$ cat config.mk
export PLATFORM = sky130hd
export DESIGN_NAME = rmst_max_unit
export DESIGN_NICKNAME = d
export VERILOG_FILES = /design/src/rtl/range_max_segment_tree_assert.svh /design/src/rtl/rmst_pkg.sv /design/src/rtl/rmst_max_unit.sv
export SDC_FILE = /design/constraint.sdc
export NUM_CORES = 1
export LEC_CHECK = 0
export ABC_AREA = 1
export BUFFER_PORTS_ARGS = -buffer_cell sky130_fd_sc_hd__buf_4
export CORE_MARGIN = 1.5
export CORE_UTILIZATION = 45
export CTS_BUF_LIST = sky130_fd_sc_hd__clkbuf_8
export CTS_CLUSTER_DIAMETER = 200
export DETAILED_ROUTE_END_ITERATION = 8
export GPL_ROUTABILITY_DRIVEN = 1
export PLACE_DENSITY = 0.73
export REMOVE_ABC_BUFFERS = 1
export SLEW_MARGIN = 10
export SYNTH_ARGS = -nofsm -noshare
export SYNTH_HDL_FRONTEND = slang
export SYNTH_SLANG_ARGS = --single-unit
$ cat constraint.sdc
create_clock -name clock -period 5.6 [get_ports clock]
set_input_delay 1.12 -clock clock [delete_from_list [all_inputs] [get_ports clock]]
set_output_delay 1.12 -clock clock [all_outputs]
set_load 0.01 [all_outputs]
$ cat src/rtl/range_max_segment_tree_assert.svh
// ----------------------------------------------------------------------------
// range_max_segment_tree_assert.svh
// assertion macros used by the segment tree rtl
// ----------------------------------------------------------------------------
`ifndef RANGE_MAX_SEGMENT_TREE_ASSERT_SVH
`define RANGE_MAX_SEGMENT_TREE_ASSERT_SVH

`ifndef NO_ASSERTIONS

// same-cycle implication
`define RMST_ASSERT_IMP(label, clk, rst, ante, cons, msg) \
   label: assert property (@(posedge clk) disable iff (rst) (ante) |-> (cons)) else $error(msg);

// next-cycle implication
`define RMST_ASSERT_NXT(label, clk, rst, ante, cons, msg) \
   label: assert property (@(posedge clk) disable iff (rst) (ante) |=> (cons)) else $error(msg);

`else

`define RMST_ASSERT_IMP(label, clk, rst, ante, cons, msg)
`define RMST_ASSERT_NXT(label, clk, rst, ante, cons, msg)

`endif

`endif

$ cat src/rtl/rmst_pkg.sv
// ----------------------------------------------------------------------------
// rmst_pkg
// shared types and constants of the range maximum segment tree
// ----------------------------------------------------------------------------
`timescale 1ns / 1ps

package rmst_pkg;

   localparam int DATA_W         = 32;
   localparam int INDEX_W        = 10;
   localparam int LEAVES_DEFAULT = 1024;

   // value of a node that holds no written leaf
   localparam logic signed [DATA_W-1:0] EMPTY_VALUE = -32'sd1000000003;

   // request opcodes
   localparam logic OP_UPDATE = 1'b0;
   localparam logic OP_QUERY  = 1'b1;

   // operations of the shared max unit
   typedef enum logic [1:0] {
      ACC_IDLE,
      ACC_LOAD_RD,
      ACC_MAX_RD,
      ACC_LOAD_EXT
   } acc_op_type;

   typedef struct packed {
      acc_op_type op;
   } acc_ctrl_type;

endpackage

$ cat src/rtl/rmst_max_unit.sv
// ----------------------------------------------------------------------------
// rmst_max_unit
// shared signed max comparator with a running-maximum register
// ----------------------------------------------------------------------------
`timescale 1ns / 1ps

module rmst_max_unit (
   input  logic                                clock,
   input  rmst_pkg::acc_ctrl_type              ctrl,
   input  logic signed [rmst_pkg::DATA_W-1:0]  ext_value,
   input  logic signed [rmst_pkg::DATA_W-1:0]  rd_data,
   output logic signed [rmst_pkg::DATA_W-1:0]  best,
   output logic signed [rmst_pkg::DATA_W-1:0]  merged
);

   logic signed [rmst_pkg::DATA_W-1:0] best_ff;

   // the one comparator of the block
   assign merged = (rd_data > best_ff) ? rd_data : best_ff;

   // running maximum
   always_ff @(posedge clock) begin
      unique case (ctrl.op)
         rmst_pkg::ACC_IDLE:     best_ff <= best_ff;
         rmst_pkg::ACC_LOAD_RD:  best_ff <= rd_data;
         rmst_pkg::ACC_MAX_RD:   best_ff <= merged;
         rmst_pkg::ACC_LOAD_EXT: best_ff <= ext_value;
         default:                best_ff <= best_ff;
      endcase
   end

   assign best = best_ff;

endmodule

# Yosys cells after proc, flatten, opt, wreduce, memory -nomap -nowiden

Index checks and enable logic that the tools add are counted.

Input bits: 67
Latch bits: 0
Register bits: 32
Memories kept: 0
Memory bits (read-only): 0
RAM bits: 0
Logic and storage cells: 8

Bitwise operators: 0
Multipliers: 0
Multiplexer cells: 2
Shift-type cells: 0
Magnitude comparators: 1
Divide/modulo/power cells: 0
Add/subtract/negate cells: 0
Reduce and logical (&&, ||, !) cells: 1
Equality and inequality tests: 3

Operators by type and width:

| kind                                                            | count |
|---|---|
| 32-bit one-hot mux with 3 select lines                          | 1 |
| 32-bit > comparator                                             | 1 |
| 32-bit 2-to-1 mux                                               | 1 |
| 2-bit == test, second input constant                            | 2 |
| 2-bit by 1-bit == test with 1-bit output, second input constant | 1 |
| 2-bit zero test                                                 | 1 |

# Depth between registers and ports, before layout

Gate-level depths: netlist of run 1.

Depth in word-level cells: 3
Depth in mapped cells: 19

# Worst setup path before layout of run 1

Ideal clock, no wire load.

Path type: input port to output port
Start: input port rd_data[31] (netlist bit)
End: output port merged[10] (netlist bit)
Stages on the path: 11
Buffers on the path: 1
Required time: 4480 ps
Setup slack: 1832 ps
Arrival: 2648 ps
Cells stage by stage: ha_1 -> a21oi_1 -> o21a_1 -> nand2_1 -> a21oi_1 -> nand2_1 -> nand2_2 -> nand3_4 -> buf_12 -> nand2_4 -> and2_1

Cells in the longest elaborated chain, start to end: 2

Ends and longest elaborated chain:

| what                | line                | source |
|---|---|---|
| start, declared     | rmst_max_unit.sv:11 | `input logic signed [rmst_pkg::DATA_W-1:0] rd_data,` |
| 32-bit > comparator | rmst_max_unit.sv:19 | `assign merged = (rd_data > best_ff) ? rd_data : best_ff;` |
| 32-bit 2-to-1 mux   | rmst_max_unit.sv:19 |  |
| end, declared       | rmst_max_unit.sv:13 | `output logic signed [rmst_pkg::DATA_W-1:0] merged` |

Every way passes these cells.

# Worst setup path after layout of run 1

Start: input port rd_data[13] (netlist bit)
End: output port merged[17] (netlist bit)

The elaborated chain is that of the path after synthesis.

==> flow_summary.toml, run 1 <==
[layout]
fin_nets = 712
drive_above_1_share = 0.305
n_antenna_cell = 0
final_util = 0.606
largest_register_ffs = 32
syn2layout_area_growth_pct = 29.7

[clock_tree]
cts.repair.resized = 0
htreeDepth = 2
cts_tree = "yes"
root_buffer = "clkbuf_8"
clk_latency_ps = 290
post_cts_buffers = 0
cts_buffer_depth = 2
clk_pin_slew_ps = 70
cts_sinks = 32
cts-buffers-inserted = 5
ctsHoldBuffers = 0

[critical_path]
critPathKind = "primary input to primary output"
cp_max_fo = 17
critical_path_arrival_ps = 3390
critPathMaxStageDelay_ps = 360
critPathCaptureType = "primary output"
r2r_start = "best[13]"
slowest_stage = "nand3_4"
worstPathCellList = "buf_4, ha_1, a21oi_1, o21ai_0, a21oi_1, nand2_1, nand2_1, nand2_1, nand2_2, nand3_4, buf_12, nand2_4, and2_1, buf_4"
r2r_slack_ps = 2900
worstSetupStartpointType = "primary input"
cp.required_ps = 4480
crit_top_cell = "nand2_1"
crit_start = "rd_data[13]"

[global_routing]
grt_pass1_wl_mm = 16.5
grt_overflow_total = 0
grt_antenna_before_repair = 0
grt_use_total = 0.239
grt_max_degree = 67
grt_pass1_vias = 3606

[timing]
tightest_slew_ps = 865
layout_min_cycle_time_ps = 4510
fin_worst_skew_ps = 7.74
fmax_mhz = 222
drv_slew = 0
slew-limit-headroom = 0.423
setup_tns_ps = 0
timing.final.hold_violations = 0
fin_crit_sh = 0.805
rsz0062_at_grt = "no"
setup_viol = 0

[placed_design]
io_buffer_count = 130
place.gp.congestion = 0.839
hpwlAfterDp_mm = 7.29

[logic_synthesis]
synth_area_per_cell_sq_um = 7.34
ys_top_cells_by_area = "edfxtp_1 26%, ha_1 11%, inv_1 11%"
syn_area_sq_mm = 0.00365
synth_ff_type = "edfxtp_1"
synth_top_cell_area_share = 0.263
async_reset_ff_frac = 0
yosysWarningCount = 0
synthDistinctLibCells = 24
synth_common_cells = "106 x inv_1, 71 x nand2_1, 66 x nand3_1, 34 x nand4_1, 34 x o21ai_0"
synth_seq_area_share = 0.263
post-synth-top-area-cell = "edfxtp_1"
yosysMostFrequentCell = "inv_1"
synth-seq-cells = 32
syn-instance-count = 497
synth_edf_count = 32

[route]
drt_iter0_drc = 121
drc_errors = 0
ant_nets = 0
wl_per_cell_microns = 14.5
routed_via_density = 5.14
first_pass_iters = 4
vias = 3677
wl_mm = 10.4

[pwr]
vdd_drop_max_mv = 0.120
p_leak_uw = 0.00259
powerDensity_mw_per_mm2 = 251

[floorplan]
core_sq_mm = 0.00781
io_pins = 131
dieHeight_microns = 93.0
dieArea_sq_mm = 0.00866
core.rowCount = 32
die_w_microns = 93.0
start_util = 0.467

[status]
outcome = "complete, no violations"

[flow_run]
drv_cap = 0

[worst_hold_path]
min-delay-start = "best[28]"
hold_class = "flop to flop"
==> worst paths after layout <==
check,cells past startpoint,end
worst max-delay path,14,merged[17]
worst min register to register,4,best[28]
worst max register to register,14,best[23]
worst min-delay path,4,best[28]
==> critical path, delay by kind of cell <==
kind | cells | cell delay [ps]
AND/OR/NAND/NOR | 7 | 910
buffers and inverters | 3 | 590
adder cells (fa/ha/maj) | 1 | 310
AO/OA/AOI/OAI | 3 | 420
==> stage by stage <==
stage	instance area [sq um]	instances	power, uW	hold WS, ps	setup WS (ps)
after CTS	4730	716	1190	712	1080
after detailed placement	4650	708	1020	694	1100
after global placement	4650	708	1000	681	1130
after floorplan	3490	471	731	715	965
final	4730	716	1190	708	1090
after global routing	4730	716	1260	761	909
==> routing by layer <==
metal,global-route usage,vias up,part of all wire
met5,0,-,0
met4,0.0593,0,0.0066
met3,0.0415,6,0.067
met2,0.438,130,0.49
met1,0.288,1694,0.43
li1,-,1847,-
==> logic make-up (layout without fill, tap and decap cells) <==
kind of cell | after synthesis | count (layout) | share of synthesized area
adders and majority gates | 32 | 32 | 0.110
and+or+nand+nor | 250 | 250 | 0.404
buffers and inverters | 132 | 249 | 0.151
DFF | 32 | 32 | 0.263
AOI/OAI and AO/OA | 51 | 51 | 0.0720
==> report_power, final <==
group	total (uW)	internal (uW)	switching, uW	leakage, uW
logic	689	314	375	0.00220
clock network	177	83.1	94.3	0.0000482
registers	322	303	18.7	0.000333
total	1190	700	488	0.00259
==> final cells by class <==
type                    count  area (sq um)
clock buffers               5          68.8
clock inverters             3          11.3
fillers                   728          3080
inverters                 106           398
multi-input cells         333          2140
flip-flops and latches     32           961
well taps                 102           128
repair buffers            135          1030
==> cells in the final DEF, fill, tap and decap left out, types with 14 or more instances in the layout <==
cell	instances
o21ai_0	34
nand4_1	34
edfxtp_1	32
nand2_1	71
nand2_4	30
and2_1	23
buf_4	134
nand3_1	66
ha_1	32
inv_1	108
a21oi_1	14
No activity file was read; power rests on OpenSTA's default activity.
==> inputs of run 2 (changes only) <==
- PLACE_DENSITY: 0.73 -> 0.76
- clock period: 5.6 -> 3.95 ns (I/O delays scaled with it)
==> run 2 against run 1 <==
Compared with the run above:
- die area stayed put
- clock power up 43%
- core utilization increased by 0.16 points
- critical path type unchanged
- largest power group unchanged
==> flow_summary.toml, run 2 (synthesized netlist as in run 1, its figures left out) <==
[status]
outcome = "complete, no violations"

[placed_design]
io_buffer_count = 130
hpwlAfterDp_mm = 7.14
dpl_cell_area_sq_mm = 0.00466
place_worst_setup_slack_ps = 200
place.gp.congestion = 0.803

[route]
first_pass_iters = 5
drt_iter0_drc = 202
routed_via_density = 5.14
ant_nets = 0
wl_mm = 10.2
drc_errors = 0
wl_per_cell_microns = 14.2
vias = 3684

[timing]
tightest_slew_ps = 893
timing.final.hold_violations = 0
fin_crit_sh = 0.947
layout_setup_ws_ps = 210
rsz0062_at_grt = "no"
slew-limit-headroom = 0.405
setup_viol = 0
fmax_mhz = 267
drv_slew = 0
layout_min_cycle_time_ps = 3740
fin_worst_skew_ps = 8.13
setup_tns_ps = 0

[critical_path]
crit_start = "rd_data[31]"
critPathCaptureType = "primary output"
worstSetupStartpointType = "primary input"
cp_max_fo = 32
cp.required_ps = 3160
critPathKind = "primary input to primary output"
r2r_start = "best[17]"
critical_path_arrival_ps = 2950

[clock_tree]
cts.repair.resized = 0
cts_buffer_depth = 2
cts_sinks = 32
ctsHoldBuffers = 0
clk_pin_slew_ps = 70
root_buffer = "clkbuf_8"
clk_latency_ps = 290
cts-buffers-inserted = 5
post_cts_buffers = 0
cts_tree = "yes"
htreeDepth = 2

[global_routing]
grt_pass1_wl_mm = 16.6
grt_use_total = 0.240
grt_antenna_before_repair = 0
grt_max_degree = 67
grt_overflow_total = 0
grt_pass1_vias = 3588

[floorplan]
dieHeight_microns = 93.0
die_w_microns = 93.0
core.rowCount = 32
dieArea_sq_mm = 0.00866
io_pins = 131
core_sq_mm = 0.00781
start_util = 0.467

[layout]
fillers = 745
syn2layout_area_growth_pct = 30.0
n_antenna_cell = 0
mostFrequentLayoutCells = "135 x buf_4, 108 x inv_1, 71 x nand2_1"
largest_register_ffs = 32
fin_nets = 713
finalInstanceArea_sq_mm = 0.00474
final_common_cell = "buf_4"
drive_above_1_share = 0.306

[pwr]
powerDensity_mw_per_mm2 = 356
p_leak_uw = 0.00259
vdd_drop_max_mv = 0.169

[worst_hold_path]
hold_class = "flop to flop"
min-delay-start = "best[25]"

[flow_run]
drv_cap = 0
[run 2: changes by cell type in the layout (fill, tap and decap cells not counted), sizes merged]
cell  delta
buf      +1
[run 2: final cells by class]
class	instances	area, sq um	share of cell area
multi-input cells	333	2140	0.452
repair buffers	136	1030	0.218
flip-flops and latches	32	961	0.203
inverters	106	398	0.0839
well taps	102	128	0.0269
clock buffers	5	68.8	0.0145
clock inverters	3	11.3	0.00237
[run 2: routing by layer]
layer,global-route usage,wire [microns],vias to the layer above
li1,-,-,1855
met1,0.309,4510,1697
met2,0.428,4980,127
met3,0.0325,666,5
met4,0.0480,59,0
met5,0,0,-
[run 2: final timing paths]
kind                    end  slack, ps  depth (start not counted)
setup / recovery  merged[0]        210                         13
hold / removal     best[25]        710                          4
setup reg to reg    best[0]       1310                         15
hold reg to reg    best[25]        710                          4
[run 2: stage by stage]
stage          hold WS [ps]   util  total power, uW  instances
2_1_floorplan           715      -             1040        471
3_3_place_gp            677  0.597             1420        709
3_5_place_dp            679  0.597             1450        709
4_1_cts                 716  0.608             1710        717
5_1_grt                 770  0.608             1810        717
6_report                710  0.608             1690        717
[run 2: report_power, final]
| part | total (uW) | switching [uW] | internal [uW] |
|---|---|---|---|
| clock network | 253 | 135 | 118 |
| registers | 454 | 24.7 | 429 |
| logic | 982 | 534 | 449 |
[run 2: worst max-delay path, stage by stage]
cell and delay, ps:
buf_4 110, ha_1 360, nand2_1 140, nor2_2 60, nand2_2 90, inv_1 50
a21oi_1 250, nand2_1 110, nand2_2 100, buf_4 370, nand4_1 190, and2_4 200
buf_4 130
==> inputs of run 3 (changes only) <==
- PLACE_DENSITY: 0.76 -> 0.81
==> run 3 against run 2 <==
Compared with the run above:
- combinational power up 0.9%
- flip-flop and latch count did not move
- fmax fell by 0.21%
==> flow_summary.toml, run 3 (synthesized netlist as in run 1, its figures left out) <==
[timing]
hold_slack_ps = 696
slew-limit-headroom = 0.411
tightest_slew_ps = 883
fin_worst_skew_ps = 3.67
fin_crit_sh = 0.949
fmax_mhz = 267
timing.final.hold_violations = 0
layout_min_cycle_time_ps = 3750
drv_slew = 0
rsz0062_at_grt = "no"
setup_viol = 0

[clock_tree]
post_cts_buffers = 0
cts-buffers-inserted = 5
cts_sinks = 32
clk_latency_ps = 280
cts_buffer_depth = 2
root_buffer = "clkbuf_8"
htreeDepth = 2
clk_pin_slew_ps = 70
cts_tree = "yes"

[worst_hold_path]
min_path_cells = 4
min_to = "best[28]"
min-delay-start = "best[28]"
hold_class = "flop to flop"

[critical_path]
worstPathCellList = "buf_4, ha_1, a21oi_1, o21a_1, nand2_1, a21oi_1, nand2_1, nand2_2, buf_6, nand4_1, and2_1, buf_4"
critPathKind = "primary input to primary output"
r2r_start = "best[31]"
worstSetupStartpointType = "primary input"
cp_max_fo = 32
r2r_slack_ps = 1360
critPathCaptureType = "primary output"
reg2reg_depth = 12
critPathMaxStageDelay_ps = 370
worstReg2RegEnd = "best[0]"
path_delay_family = "simple AND/OR/NAND/NOR gates"
path_buf_inv = 3
cp.required_ps = 3160
slowest_stage = "ha_1"
critical_path_arrival_ps = 2960

[global_routing]
grt_antenna_before_repair = 0
grt_max_degree = 35
grt_use_total = 0.242
grt_overflow_total = 0
grt_pass1_vias = 3641
grt_pass1_wl_mm = 16.7

[route]
vias = 3698
routed_via_density = 5.14
drt_iter0_drc = 168
first_pass_iters = 4
drc_errors = 0
wl_mm = 10.3
ant_nets = 0
wl_per_cell_microns = 14.3

[floorplan]
core.rowCount = 32
start_util = 0.467
io_pins = 131
core_sq_mm = 0.00781
dieHeight_microns = 93.0
dieArea_sq_mm = 0.00866
die_w_microns = 93.0

[status]
outcome = "complete, no violations"

[placed_design]
io_buffer_count = 130
hpwlAfterDp_mm = 7.43
dpl_cell_area_sq_mm = 0.00469
place.gp.congestion = 0.791

[layout]
mostFrequentLayoutCells = "135 x buf_4, 108 x inv_1, 71 x nand2_1"
fillers = 725
drive_above_1_share = 0.308
syn2layout_area_growth_pct = 30.7
largest_register_ffs = 32
fin_nets = 715
final_common_cell = "buf_4"
n_antenna_cell = 0
finalInstanceArea_sq_mm = 0.00477

[pwr]
vdd_drop_max_mv = 0.169
p_switching_uw = 695
p_clk_frac = 0.148
switching_share = 0.409
p_leak_uw = 0.00261
comb_power_share = 0.584
powerDensity_mw_per_mm2 = 356
p_seq_frac = 0.268
p_int_uw = 1000

[flow_run]
drv_cap = 0
run 3: cell types whose count changed in the layout (fill, tap and decap cells not counted), sizes merged:
| cell | previous run | this run |
|---|---|---|
| buf | 136 | 138 |
run 3: metal layers:
layer,GRT usage,wire length (microns),vias to the layer above
met3,0.0358,534,10
li1,-,-,1861
met5,0,0,-
met1,0.300,4430,1695
met4,0.0530,91,0
met2,0.441,5250,132
run 3: cell type report:
type / count / area [sq um] / area share
inverter: 106 / 398 / 0.0834
timing repair buffer: 138 / 1060 / 0.223
clock buffer: 5 / 68.8 / 0.0144
tap: 102 / 128 / 0.0268
clock inverter: 3 / 11.3 / 0.00236
multi-input combinational: 333 / 2140 / 0.448
sequential: 32 / 961 / 0.201
run 3: how the worst max path moves through the flow:
stage	end	cells past startpoint	start	slack, ps
after floorplan	merged[27]	9	rd_data[31]	-20
after global placement	merged[19]	12	rd_data[31]	170
after detailed placement	merged[22]	12	rd_data[31]	110
after CTS	merged[18]	12	rd_data[31]	100
after global routing	merged[17]	12	rd_data[31]	20
final	merged[18]	12	rd_data[31]	200
run 3: worst register-to-register path: cells and delay by family (launching register included):
family	cells	cell delay [ps]
adders and majority gates	1	300
DFF	1	400
and+or+nand+nor	6	650
buffers and inverters	2	380
AOI/OAI and AO/OA	3	600
run 3: metrics by stage:
| stage | cells | util | setup WS (ps) | power [uW] | TNS (ps) |
|---|---|---|---|---|---|
| 2_1_floorplan | 471 | - | -24.7 | 1040 | -49.3 |
| 3_3_place_gp | 711 | 0.600 | 167 | 1430 | 0 |
| 3_5_place_dp | 711 | 0.600 | 107 | 1450 | 0 |
| 4_1_cts | 719 | 0.610 | 96.9 | 1710 | 0 |
| 5_1_grt | 719 | 0.611 | 22.2 | 1820 | 0 |
| 6_report | 719 | 0.611 | 202 | 1700 | 0 |
run 3: what timing repair did:
| item | CTS | global route |
|---|---|---|
| gates resized for setup | 0 | 1 |
| endpoints found under the setup margin | 0 | 32 |
| hold buffers | 0 | 0 |
run 3: power groups by stage:
stage | registers (uW) | logic, uW | clock network (uW)
6_report | 454 | 991 | 252
5_1_grt | 459 | 1090 | 270
4_1_cts | 454 | 996 | 262
3_5_place_dp | 461 | 992 | 0
3_3_place_gp | 460 | 968 | 0
2_1_floorplan | 477 | 559 | 0
